## src/rtl/core/srfp_pkg.sv

```systemverilog
// shared types, constants and helper functions of the response frame parser
`default_nettype none

package srfp_pkg;

	localparam int FRAME_BYTES_DEF = 64;
	localparam logic [3:0] TOKEN_LIMIT = 4'd10;

	localparam logic [7:0] CARET_BYTE = 8'h5E;
	localparam logic [7:0] SPACE_BYTE = 8'h20;
	localparam logic [7:0] CH_DOLLAR = 8'h24;
	localparam logic [7:0] CH_O = 8'h4F;
	localparam logic [7:0] CH_K = 8'h4B;
	localparam logic [7:0] CH_N = 8'h4E;
	localparam logic [7:0] CH_W = 8'h57;
	localparam logic [7:0] CH_F = 8'h46;
	localparam logic [7:0] CH_S = 8'h53;
	localparam logic [7:0] CH_T = 8'h54;
	localparam logic [7:0] CH_A = 8'h41;
	localparam logic [7:0] CH_0 = 8'h30;
	localparam logic [7:0] CH_9 = 8'h39;

	localparam logic [7:0] START_RST = 8'h24;
	localparam logic [7:0] END_RST = 8'h0D;
	localparam logic [7:0] MARKER_RST = 8'h3A;

	typedef enum logic [1:0] {
		CFG_START  = 2'd0,
		CFG_END    = 2'd1,
		CFG_MARKER = 2'd2
	} cfg_idx_t;

	typedef enum logic [2:0] {
		STS_OK       = 3'd0,
		STS_NK       = 3'd1,
		STS_ASYNC    = 3'd2,
		STS_INVALID  = 3'd3,
		STS_BAD_CHK  = 3'd4,
		STS_BAD_SEQ  = 3'd5,
		STS_OVERFLOW = 3'd6
	} status_t;

	typedef enum logic [1:0] {
		SEQ_NONE   = 2'd0,
		SEQ_MARKER = 2'd1,
		SEQ_DIGIT  = 2'd2,
		SEQ_DONE   = 2'd3
	} seq_phase_t;

	// first token matcher
	typedef enum logic [11:0] {
		M_START  = 12'b0000_0000_0001,
		M_DOLLAR = 12'b0000_0000_0010,
		M_O      = 12'b0000_0000_0100,
		M_N      = 12'b0000_0000_1000,
		M_W      = 12'b0000_0001_0000,
		M_S      = 12'b0000_0010_0000,
		M_ASYNC  = 12'b0000_0100_0000,
		M_OK     = 12'b0000_1000_0000,
		M_NK     = 12'b0001_0000_0000,
		M_WF     = 12'b0010_0000_0000,
		M_ST     = 12'b0100_0000_0000,
		M_BAD    = 12'b1000_0000_0000
	} match_t;

	typedef struct packed {
		logic [7:0] run_xor;
		logic       caret;
		logic [1:0] chk_n;
		logic [7:0] chk_val;
		logic       chk_bad;
		match_t     match;
		logic [3:0] tok_cnt;
		seq_phase_t seq_phase;
		logic [7:0] seq_val;
		logic       space_pend;
		logic       scan_stop;
	} frame_st_t;

	localparam frame_st_t FRAME_CLEAR = '{
		run_xor: 8'd0,
		caret: 1'b0,
		chk_n: 2'd0,
		chk_val: 8'd0,
		chk_bad: 1'b0,
		match: M_START,
		tok_cnt: 4'd0,
		seq_phase: SEQ_NONE,
		seq_val: 8'd0,
		space_pend: 1'b0,
		scan_stop: 1'b0
	};

	// upper bit flags a byte that is not an uppercase hex digit
	function automatic logic [4:0] hex_of(input logic [7:0] c);
		logic [7:0] d;
		begin
			d = 8'd0;
			if (c >= CH_0 && c <= CH_9) begin
				d = c - CH_0;
				hex_of = {1'b0, d[3:0]};
			end else if (c >= CH_A && c <= CH_F) begin
				d = c - CH_A + 8'd10;
				hex_of = {1'b0, d[3:0]};
			end else begin
				hex_of = 5'b10000;
			end
		end
	endfunction

	function automatic match_t match_next(input match_t st, input logic [7:0] c);
		begin
			unique case (st)
				M_START: match_next = (c == CH_DOLLAR) ? M_DOLLAR : M_BAD;
				M_DOLLAR: begin
					if (c == CH_O) match_next = M_O;
					else if (c == CH_N) match_next = M_N;
					else if (c == CH_W) match_next = M_W;
					else if (c == CH_S) match_next = M_S;
					else if (c == CH_A) match_next = M_ASYNC;
					else match_next = M_BAD;
				end
				M_O: match_next = (c == CH_K) ? M_OK : M_BAD;
				M_N: match_next = (c == CH_K) ? M_NK : M_BAD;
				M_W: match_next = (c == CH_F) ? M_WF : M_BAD;
				M_S: match_next = (c == CH_T) ? M_ST : M_BAD;
				M_ASYNC: match_next = M_ASYNC;
				default: match_next = M_BAD;
			endcase
		end
	endfunction

endpackage

`default_nettype wire

```

## src/rtl/core/srfp_parse.sv

```systemverilog
// per-byte next-state and status logic of the response frame parser
`default_nettype none

module srfp_parse #(
	parameter int FRAME_BYTES = srfp_pkg::FRAME_BYTES_DEF
) (
	input  wire logic [7:0]                     start_byte,
	input  wire logic [7:0]                     end_byte,
	input  wire logic [7:0]                     marker_byte,
	input  wire logic [7:0]                     c,
	input  wire logic [7:0]                     expected,
	input  wire logic [$clog2(FRAME_BYTES)-1:0] pos,
	input  wire srfp_pkg::frame_st_t            st,
	input  wire logic [15:0]                    ok_cnt,
	input  wire logic                           link,
	output logic [$clog2(FRAME_BYTES)-1:0]      pos_nxt,
	output srfp_pkg::frame_st_t                 st_nxt,
	output logic [15:0]                         ok_nxt,
	output logic                                link_nxt,
	output logic                                fire,
	output srfp_pkg::status_t                   status
);

	localparam int POS_W = $clog2(FRAME_BYTES);
	localparam logic [POS_W-1:0] POS_LAST = POS_W'(FRAME_BYTES - 1);

	logic [4:0]       hx;
	logic [4:0]       chk_hx;
	logic [POS_W-1:0] pos_inc;
	logic [3:0]       tc;
	logic [7:0]       rchk;
	logic             at_first;

	assign hx = srfp_pkg::hex_of(c);
	assign chk_hx = hx;
	assign pos_inc = pos + POS_W'(1);
	assign tc = st.tok_cnt + 4'd1;
	assign rchk = st.chk_bad ? 8'd0 : st.chk_val;
	assign at_first = (pos == '0);

	always_comb begin
		pos_nxt = pos;
		st_nxt = st;
		ok_nxt = ok_cnt;
		link_nxt = link;
		fire = 1'b0;
		status = srfp_pkg::STS_INVALID;

		if (at_first && c != start_byte) begin
			// idle, byte skipped
		end else if (!at_first && c == end_byte) begin
			fire = 1'b1;
			pos_nxt = '0;
			st_nxt = srfp_pkg::FRAME_CLEAR;
			if (st.caret && rchk != st.run_xor) begin
				status = srfp_pkg::STS_BAD_CHK;
			end else if (st.seq_phase != srfp_pkg::SEQ_NONE && st.seq_val != expected) begin
				status = srfp_pkg::STS_BAD_SEQ;
			end else if (st.tok_cnt == 4'd0) begin
				status = srfp_pkg::STS_INVALID;
			end else begin
				case (st.match)
					srfp_pkg::M_OK: begin
						status = srfp_pkg::STS_OK;
						ok_nxt = ok_cnt + 16'd1;
						link_nxt = 1'b1;
					end
					srfp_pkg::M_NK: status = srfp_pkg::STS_NK;
					srfp_pkg::M_WF, srfp_pkg::M_ST, srfp_pkg::M_ASYNC:
						status = srfp_pkg::STS_ASYNC;
					default: status = srfp_pkg::STS_INVALID;
				endcase
			end
		end else begin
			if (!st.caret) begin
				if (c == srfp_pkg::CARET_BYTE) begin
					st_nxt.caret = 1'b1;
				end else begin
					st_nxt.run_xor = st.run_xor ^ c;
					if (st.seq_phase == srfp_pkg::SEQ_MARKER ||
					    st.seq_phase == srfp_pkg::SEQ_DIGIT) begin
						if (hx[4]) begin
							st_nxt.seq_val = 8'd0;
							st_nxt.seq_phase = srfp_pkg::SEQ_DONE;
						end else begin
							st_nxt.seq_val = {st.seq_val[3:0], hx[3:0]};
							st_nxt.seq_phase = (st.seq_phase == srfp_pkg::SEQ_MARKER) ?
								srfp_pkg::SEQ_DIGIT : srfp_pkg::SEQ_DONE;
						end
					end else if (st.seq_phase == srfp_pkg::SEQ_DONE) begin
						// sequence id complete, rest of scan frozen
					end else if (st.scan_stop) begin
						if (st.tok_cnt == 4'd1) st_nxt.match = srfp_pkg::match_next(st.match, c);
					end else if (at_first || st.space_pend) begin
						// first byte of a token counts as a token byte whatever it is
						st_nxt.space_pend = 1'b0;
						st_nxt.tok_cnt = tc;
						if (tc == 4'd1) st_nxt.match = srfp_pkg::match_next(st.match, c);
						if (tc >= srfp_pkg::TOKEN_LIMIT) st_nxt.scan_stop = 1'b1;
					end else if (c == srfp_pkg::SPACE_BYTE) begin
						st_nxt.space_pend = 1'b1;
					end else if (c == marker_byte) begin
						st_nxt.seq_phase = srfp_pkg::SEQ_MARKER;
					end else if (st.tok_cnt == 4'd1) begin
						st_nxt.match = srfp_pkg::match_next(st.match, c);
					end
				end
			end else if (st.chk_n < 2'd2 && !st.chk_bad) begin
				if (chk_hx[4]) begin
					st_nxt.chk_bad = 1'b1;
				end else begin
					st_nxt.chk_val = {st.chk_val[3:0], chk_hx[3:0]};
					st_nxt.chk_n = st.chk_n + 2'd1;
				end
			end

			if (pos_inc == POS_LAST) begin
				fire = 1'b1;
				status = srfp_pkg::STS_OVERFLOW;
				pos_nxt = '0;
				st_nxt = srfp_pkg::FRAME_CLEAR;
			end else begin
				pos_nxt = pos_inc;
			end
		end
	end

endmodule

`default_nettype wire

```

## src/rtl/core/serial_response_frame_parser_core.sv

```systemverilog
// Parser for framed serial response lines, one received byte per item.
// Input channel: in_valid / in_stall with rx_byte and expected_sequence.
// Output channel: out_valid / out_stall with status, link_up and ok_total; one
// result per end byte of a frame or per frame that grows too long, none else.
// Configuration: cfg_we writes cfg_data to the register at cfg_index
// (0 start byte, 1 end byte, 2 sequence marker); write only while idle.
// A result passes from the input register through the parse logic into the
// result register.
// Throughput: one byte per cycle while the result register is not stalled; the
// parse logic between the input register and the result register is combinational.
// A stalled result is held in the result register; the input register takes
// at most one more byte, then in_stall rises until the result is taken.
// Reset clears the frame state, the OK counter and the link flag, and loads
// the default start, end and marker bytes; the parser then waits for a start
// byte, skipping everything else.
`default_nettype none

module serial_response_frame_parser_core #(
	parameter int FRAME_BYTES = srfp_pkg::FRAME_BYTES_DEF
) (
	input  wire logic        clk,
	input  wire logic        arst_n,
	input  wire logic        cfg_we,
	input  wire logic [1:0]  cfg_index,
	input  wire logic [7:0]  cfg_data,
	input  wire logic        in_valid,
	output logic             in_stall,
	input  wire logic [7:0]  rx_byte,
	input  wire logic [7:0]  expected_sequence,
	output logic             out_valid,
	input  wire logic        out_stall,
	output logic [2:0]       status,
	output logic             link_up,
	output logic [15:0]      ok_total
);

	localparam int POS_W = $clog2(FRAME_BYTES);

	logic [7:0] start_q;
	logic [7:0] end_q;
	logic [7:0] marker_q;

	logic       valid_s1;
	logic [7:0] rx_byte_s1;
	logic [7:0] expected_s1;

	logic [POS_W-1:0]    pos_q;
	srfp_pkg::frame_st_t st_q;
	logic [15:0]         ok_cnt_q;
	logic                link_q;

	logic [POS_W-1:0]    pos_nxt;
	srfp_pkg::frame_st_t st_nxt;
	logic [15:0]         ok_nxt;
	logic                link_nxt;
	logic                fire;
	srfp_pkg::status_t   status_nxt;

	logic              out_valid_q;
	srfp_pkg::status_t status_q;
	logic              link_up_q;
	logic [15:0]       ok_total_q;

	logic advance;
	logic step;

	assign advance = !out_valid_q || !out_stall;
	assign in_stall = valid_s1 && !advance;
	assign step = valid_s1 && advance;

	always_ff @(posedge clk or negedge arst_n) begin
		if (!arst_n) begin
			start_q <= srfp_pkg::START_RST;
			end_q <= srfp_pkg::END_RST;
			marker_q <= srfp_pkg::MARKER_RST;
		end else if (cfg_we) begin
			unique case (srfp_pkg::cfg_idx_t'(cfg_index))
				srfp_pkg::CFG_START: start_q <= cfg_data;
				srfp_pkg::CFG_END: end_q <= cfg_data;
				srfp_pkg::CFG_MARKER: marker_q <= cfg_data;
				default: ;
			endcase
		end
	end

	always_ff @(posedge clk or negedge arst_n) begin
		if (!arst_n) begin
			valid_s1 <= 1'b0;
		end else if (!in_stall) begin
			valid_s1 <= in_valid;
		end
	end

	always_ff @(posedge clk) begin
		if (in_valid && !in_stall) begin
			rx_byte_s1 <= rx_byte;
			expected_s1 <= expected_sequence;
		end
	end

	srfp_parse #(
		.FRAME_BYTES(FRAME_BYTES)
	) u_parse (
		.start_byte (start_q),
		.end_byte   (end_q),
		.marker_byte(marker_q),
		.c          (rx_byte_s1),
		.expected   (expected_s1),
		.pos        (pos_q),
		.st         (st_q),
		.ok_cnt     (ok_cnt_q),
		.link       (link_q),
		.pos_nxt    (pos_nxt),
		.st_nxt     (st_nxt),
		.ok_nxt     (ok_nxt),
		.link_nxt   (link_nxt),
		.fire       (fire),
		.status     (status_nxt)
	);

	always_ff @(posedge clk or negedge arst_n) begin
		if (!arst_n) begin
			pos_q <= '0;
			st_q <= srfp_pkg::FRAME_CLEAR;
			ok_cnt_q <= 16'd0;
			link_q <= 1'b0;
		end else if (step) begin
			pos_q <= pos_nxt;
			st_q <= st_nxt;
			ok_cnt_q <= ok_nxt;
			link_q <= link_nxt;
		end
	end

	always_ff @(posedge clk or negedge arst_n) begin
		if (!arst_n) begin
			out_valid_q <= 1'b0;
		end else if (advance) begin
			out_valid_q <= step && fire;
		end
	end

	always_ff @(posedge clk) begin
		if (step && fire) begin
			status_q <= status_nxt;
			link_up_q <= link_nxt;
			ok_total_q <= ok_nxt;
		end
	end

	assign out_valid = out_valid_q;
	assign status = status_q;
	assign link_up = link_up_q;
	assign ok_total = ok_total_q;

endmodule

`default_nettype wire

```

## config.mk

```make
export PLATFORM = sky130hd
export DESIGN_NAME = serial_response_frame_parser_core
export DESIGN_NICKNAME = d
export VERILOG_FILES = /design/src/rtl/core/srfp_pkg.sv /design/src/rtl/core/srfp_parse.sv /design/src/rtl/core/serial_response_frame_parser_core.sv
export SDC_FILE = /design/constraint.sdc
export NUM_CORES = 1
export LEC_CHECK = 0
export ABC_AREA = 1
export BUFFER_PORTS_ARGS = -buffer_cell sky130_fd_sc_hd__buf_2
export CORE_MARGIN = 5
export CORE_UTILIZATION = 40
export DETAILED_ROUTE_END_ITERATION = 7
export PLACE_DENSITY = 0.67
export SYNTH_ARGS = -nofsm -noshare
export SYNTH_HDL_FRONTEND = slang
export SYNTH_SLANG_ARGS = --single-unit
```

## constraint.sdc

```tcl
create_clock -name clk -period 7.5 [get_ports clk]
set_clock_uncertainty 0.2 [all_clocks]
set_input_delay 0.75 -clock clk [delete_from_list [all_inputs] [get_ports clk]]
set_output_delay 0.75 -clock clk [all_outputs]
set_load 0.02 [all_outputs]
```

---- Word level (Yosys, flattened, before mapping) ----
Index checks and enable logic that the tools add are counted.
word-level totals
  output and inout port bits .............. 22
  word-level logic and storage cells ...... 204
  flip-flop bits (word level) ............. 133
operators by class
  multiplexer cells ....................... 72
  equality and inequality tests ........... 48
  add/subtract/negate cells ............... 7
  bitwise logic cells ..................... 2
  reductions and logical operators ........ 45
  $lt $le $gt $ge ......................... 6
operators by type and width
  operator                                                                  count
  12-bit two-way mux                                                        16
  16-bit two-way mux                                                        7
  48-bit two-way mux                                                        2
  12-bit one-hot mux with 7 select lines                                    1
  8-bit by 7-bit equality test with 1-bit output (second input constant)    9
  28-bit two-way mux                                                        2
  8-bit two-way mux                                                         3
  8-bit != test                                                             3
  11-bit two-way mux                                                        2
  10-bit two-way mux                                                        2
  18-bit two-way mux                                                        1
  6-bit two-way mux                                                         3
  9-bit AND reduction                                                       2
  16-bit by 1-bit adder with 16-bit output (second input constant)          1
  8-bit by 6-bit equality test with 1-bit output (second input constant)    2
  8-bit equality test                                                       2
  1-bit two-way mux                                                         16
  8-bit AND reduction                                                       2
  3-bit two-way mux                                                         5
  5-bit AND reduction                                                       3
  3-bit nonzero test                                                        5
  2-bit two-way mux                                                         7
  12-bit by 1-bit equality test with 1-bit output (second input constant)   1
  12-bit by 10-bit equality test with 1-bit output (second input constant)  1
  other kinds (49)                                                          82

---- Logic depth before layout (Yosys ltp) ----
  depth in word-level cells ............... 18
  mapped depth ............................ 16

---- Cells and area by module ----
Synthesis repeated with hierarchy kept, for this count alone.
unflattened totals
  cell total of the unflattened synthesis .. 1171
  area total of the unflattened synthesis .. 8546.9 sq um
modules (own cells, without submodules)
  module                             instances  cells an instance  area an instance (sq um)
  serial_response_frame_parser_core  1          462                4978.5
  srfp_parse                         1          709                3568.4

---- Least setup slack after synthesis ----
No wires, ideal clock.
  path kind ............................... register -> register
  start point ............................. register pos_q[1]
  end point ............................... register link_up_q, in the netlist link_up (enable)
  slack ................................... 4544 ps
  period minus slack after synthesis ...... 2956 ps
  setup time .............................. 399 ps
  cell stages (with the launch flop) ...... 10
  data arrival time ....................... 2357 ps
  path buffers ............................ 1
  cell sequence ........................... dfrtp_1 ha_1 xor2_1 nand2_1 nor2_2 nand2_2 nor2_8 nor2_4 buf_2 nor2_1
on the way
  word-level cells in the longest chain between the ends .. 6
ends and longest elaborated chain
  what                                                                       line                                      text
  start: declaration                                                         serial_response_frame_parser_core.sv:47   logic [POS_W-1:0] pos_q;
  start signal: assignment                                                   serial_response_frame_parser_core.sv:128  pos_q <= pos_nxt;
  6-bit by 1-bit adder with 6-bit output or 6-bit zero test (tied branches)  srfp_parse.sv:36, srfp_parse.sv:39
  6-bit equality test or 1-bit zero test (tied branches)                     srfp_parse.sv:117, srfp_parse.sv:51
  1-bit two-way mux or 1-bit logical AND (tied branches)                     srfp_parse.sv:117, srfp_parse.sv:51
  1-bit two-way mux                                                          srfp_parse.sv:51                          end else if (!at_first && c == end_byte) begin
  1-bit two-way mux *                                                        srfp_parse.sv:49                          if (at_first && c != start_byte) begin
  1-bit logical AND *                                                        serial_response_frame_parser_core.sv:144  if (step && fire) begin
  end signal: assignment                                                     serial_response_frame_parser_core.sv:146  link_up_q <= link_nxt;
  end: declaration                                                           serial_response_frame_parser_core.sv:61   logic link_up_q;
Every way passes the cells marked *; elsewhere a longest branch is shown, timed or not.
A chain may end at the register's enable or synchronous reset.

---- Worst setup path in the final report ----
  start point ............................. input out_stall
  end point ............................... register st_q[5] (netlist name)
on the way
  word-level cells in the longest chain between the ends .. 4
ends and longest elaborated chain
  what                           line                                      text
  start: declaration             serial_response_frame_parser_core.sv:31   input wire logic out_stall,
  1-bit zero test                serial_response_frame_parser_core.sv:67   assign advance = !out_valid_q || !out_stall;
  1-bit logical OR               serial_response_frame_parser_core.sv:67
  1-bit logical AND              serial_response_frame_parser_core.sv:69   assign step = valid_s1 && advance;
  5-bit AND reduction (no line)  --
  end signal: assignment         serial_response_frame_parser_core.sv:124  st_q <= srfp_pkg::FRAME_CLEAR;
  end signal: assignment         serial_response_frame_parser_core.sv:129  st_q <= st_nxt;
  end: declaration               serial_response_frame_parser_core.sv:48   srfp_pkg::frame_st_t st_q;
Every way passes these cells.

==> impl_metrics.json <==
{
  "place_hpwl_um": 12100,
  "root_buffer": "clkbuf_16",
  "drt_wl_total_um": 17200,
  "overflow": 0,
  "fin_tns_setup_ns": 0,
  "numCtsBuffers": 17,
  "cts_tree": "done",
  "synthToLayoutAreaGrowth_pct": 13.5,
  "synth_edf_count": 36,
  "drt_iter0_drc": 536,
  "min_period_ns": 3.18,
  "cp.required_ns": 7.61,
  "cts.clk_slew.worst_paths_ns": 0.06,
  "clock_latency_ns": 0.43,
  "fillers": 1839,
  "cts.sinks": 133,
  "netlist.top_cell.by_area": "dfrtp_1",
  "vias_per_cell": 4.93,
  "vias": 6369,
  "crit_slowest_cell": "inv_1",
  "swShare_pct": 33.6,
  "final_nets": 1090,
  "yosys.cell_types.count": 44,
  "vdd_drop_max_mv": 0.194,
  "num_io_pins": 53,
  "max_freq_mhz": 315,
  "syn_avg_cell_area_um2": 7.64,
  "synth_area_leaders": "dfrtp_1 (29%), nand2_1 (17%), edfxtp_1 (14%)",
  "critical_path_class": "in2reg",
  "power_switching_uw": 827,
  "ant_nets": 0,
  "worstSetupStartpointType": "primary input",
  "seq_area_frac_synth_pct": 46.1,
  "slew_headroom_pct": 26.7,
  "die_area_um2": 21900,
  "p_leak_uw": 0.00424,
  "cts_setup_buffers": 0,
  "start_util_pct": 40.7,
  "rows": 50,
  "grt_antenna_before_repair": 0,
  "drv_slew": 0,
  "critPathMaxFanout": 21,
  "fin_hold_ws_ns": 0.104,
  "synth_flop_cell": "dfrtp_1",
  "rsz0062_at_grt": "no",
  "cp_common_cell": "nand2_1",
  "grt_usage_pct": 16.3,
  "yosysMostFrequentCell": "nand2_1",
  "finalCritPeriodShare_pct": 42.4,
  "antenna_cells": 0,
  "ys_ff_latch": 133,
  "port_buffers": 52,
  "setup_viol_count_final": 0,
  "syn_inst": 999,
  "drc": 0,
  "cpPeakStageDelay_ns": 0.63,
  "hold_buffers": 0,
  "end_kind": "flip-flop",
  "outcome": "completed",
  "gp_congestion": 0.855,
  "critPathArrivalTime_ns": 3.29,
  "grt_max_degree": 58,
  "route.detailed.wl_per_inst_um": 13.4,
  "synth_nets": 1045,
  "hold_viol": 0,
  "p_seq_share_pct": 38.9,
  "p_per_area_nw_per_um2": 284,
  "worst_pin_slew_ns": 1.10,
  "synth_top_area_share_pct": 28.5,
  "dr.pass1.iters": 5,
  "clock_power_share_pct": 36.3,
  "grt_pass1_wl_um": 28800,
  "synthTopCellsByCount": "nand2_1 (341), inv_1 (111), dfrtp_1 (87), nor2_1 (81), nand3_1 (80)",
  "cts_max_level": 4,
  "yosys_warnings": 0,
  "cts_repair_resize_count": 0,
  "coreArea_um2": 18800,
  "synth_area_um2": 7630,
  "intPower_uw": 1640,
  "crit_chain": "buf_2 > nand2_1 > nand2_1 > inv_1 > nand2_2 > inv_1 > nand2_4 > nor2_2 > inv_1 > nand2_1 > nand2_1",
  "die_w_um": 148,
  "drive_gt1_share_pct": 13.2,
  "clockBufferDepth": 2,
  "async_flop_share_pct": 72.9,
  "die_h_um": 148,
  "hp-class": "in2async",
  "grt_pass1_vias": 5869,
  "pwr-share-comb_pct": 24.8,
  "cap_violations": 0
}
-- metrics by stage --
step | cells | utilization, % | setup WS [ns] | area, µm² | power (µW)
floorplan | 999 | - | 4.54 | 7630 | 1430
global placement | 1259 | 42.8 | 4.00 | 8020 | 1560
detailed placement | 1259 | 42.8 | 3.93 | 8020 | 1570
CTS | 1291 | 46.1 | 4.32 | 8660 | 2480
global route | 1291 | 46.1 | 4.07 | 8660 | 2620
finish | 1291 | 46.1 | 4.32 | 8660 | 2460
-- per-layer routing --
metal	global-route usage [%]	up-vias	part of all wire, %
met5	0	-	0
met4	5.36	0	1.6
met3	3.05	23	4.2
met2	26.1	141	47
met1	22.4	2927	47
li1	-	3278	-
-- path summary, 6_finish.rpt --
path | start | endpoint | slack [ns] | cells after the start
min | arst_n | st_q[34] | 0.10 | 1
max reg2reg | out_valid | st_q[5] | 4.36 | 10
max | out_stall | st_q[5] | 4.32 | 11
min in group clk | link_q | link_q | 0.25 | 2
min reg2reg | link_q | link_q | 0.25 | 2
max in group asynchronous | arst_n | st_q[13] | 5.84 | 2
-- state kept, by name (all words and copies together), names as in the netlist, 3 cells and up --
name and count:
st_q 48, status 3, rx_byte_s1 8, expected_s1 8, marker_q 8, ok_total 16, pos_q 6, ok_cnt_q 16
end_q 8, start_q 8
-- cell usage in the layout, fill, tap and decap left out, types with 2 or more instances in the layout --
cell type / Yosys / routed
nand2_1: 341 / 341
inv_1: 111 / 111
dfrtp_1: 87 / 87
nor2_1: 81 / 80
nand3_1: 80 / 80
o21ai_0: 58 / 58
buf_2: 8 / 51
edfxtp_1: 36 / 36
nor3_1: 25 / 25
o21ai_1: 19 / 19
clkbuf_16: 0 / 18
ha_1: 15 / 15
xor2_1: 14 / 14
xnor2_1: 13 / 13
nand4_1: 13 / 13
a21oi_1: 13 / 13
dfstp_2: 10 / 10
nor2_2: 8 / 9
inv_2: 7 / 7
nand3_2: 5 / 5
nor2_4: 4 / 4
nand2_2: 4 / 4
or2_2: 4 / 4
nor2_8: 3 / 3
o22ai_1: 3 / 3
clkbuf_8: 0 / 3
bufinv_16: 0 / 3
inv_4: 2 / 2
and2_1: 2 / 2
nand2_4: 2 / 2
clkinv_2: 0 / 2
clkinv_4: 0 / 2
clkinvlp_4: 0 / 2
buf_4: 7 / 2
-- worst max-delay path, delay by kind of cell --
kind | cells | cell delay, ns
buffers and inverters | 4 | 1.30
AND/OR/NAND/NOR | 7 | 1.25
-- kinds of logic (layout without fill, tap and decap cells) --
logic type / count (synthesis) / after routing / synth area share, %
simple gates: 575 / 575 / 32.8
buf+inv: 147 / 205 / 8.22
flops: 133 / 133 / 46.1
compound gates: 100 / 100 / 6.95
xor+xnor: 28 / 28 / 3.31
fa+ha+maj: 15 / 15 / 2.46
mux: 1 / 1 / 0.131
-- cell type report --
class	instances	area (µm²)	area share, %
clock buffers	22	495	5.72
multi-input cells	719	3480	40.2
flip-flops and latches	133	3520	40.7
inverters	120	455	5.26
well taps	234	293	3.38
repair buffers	53	270	3.12
clock inverters	10	141	1.63
-- power groups by stage --
stage / clock [µW] / combinational (µW) / sequential (µW)
final: 894 / 611 / 958
after global routing: 942 / 706 / 975
after CTS: 910 / 611 / 958
after detailed placement: 0 / 606 / 968
after global placement: 0 / 599 / 966
after floorplan: 0 / 492 / 938
Power figures use the tool's default switching activity.
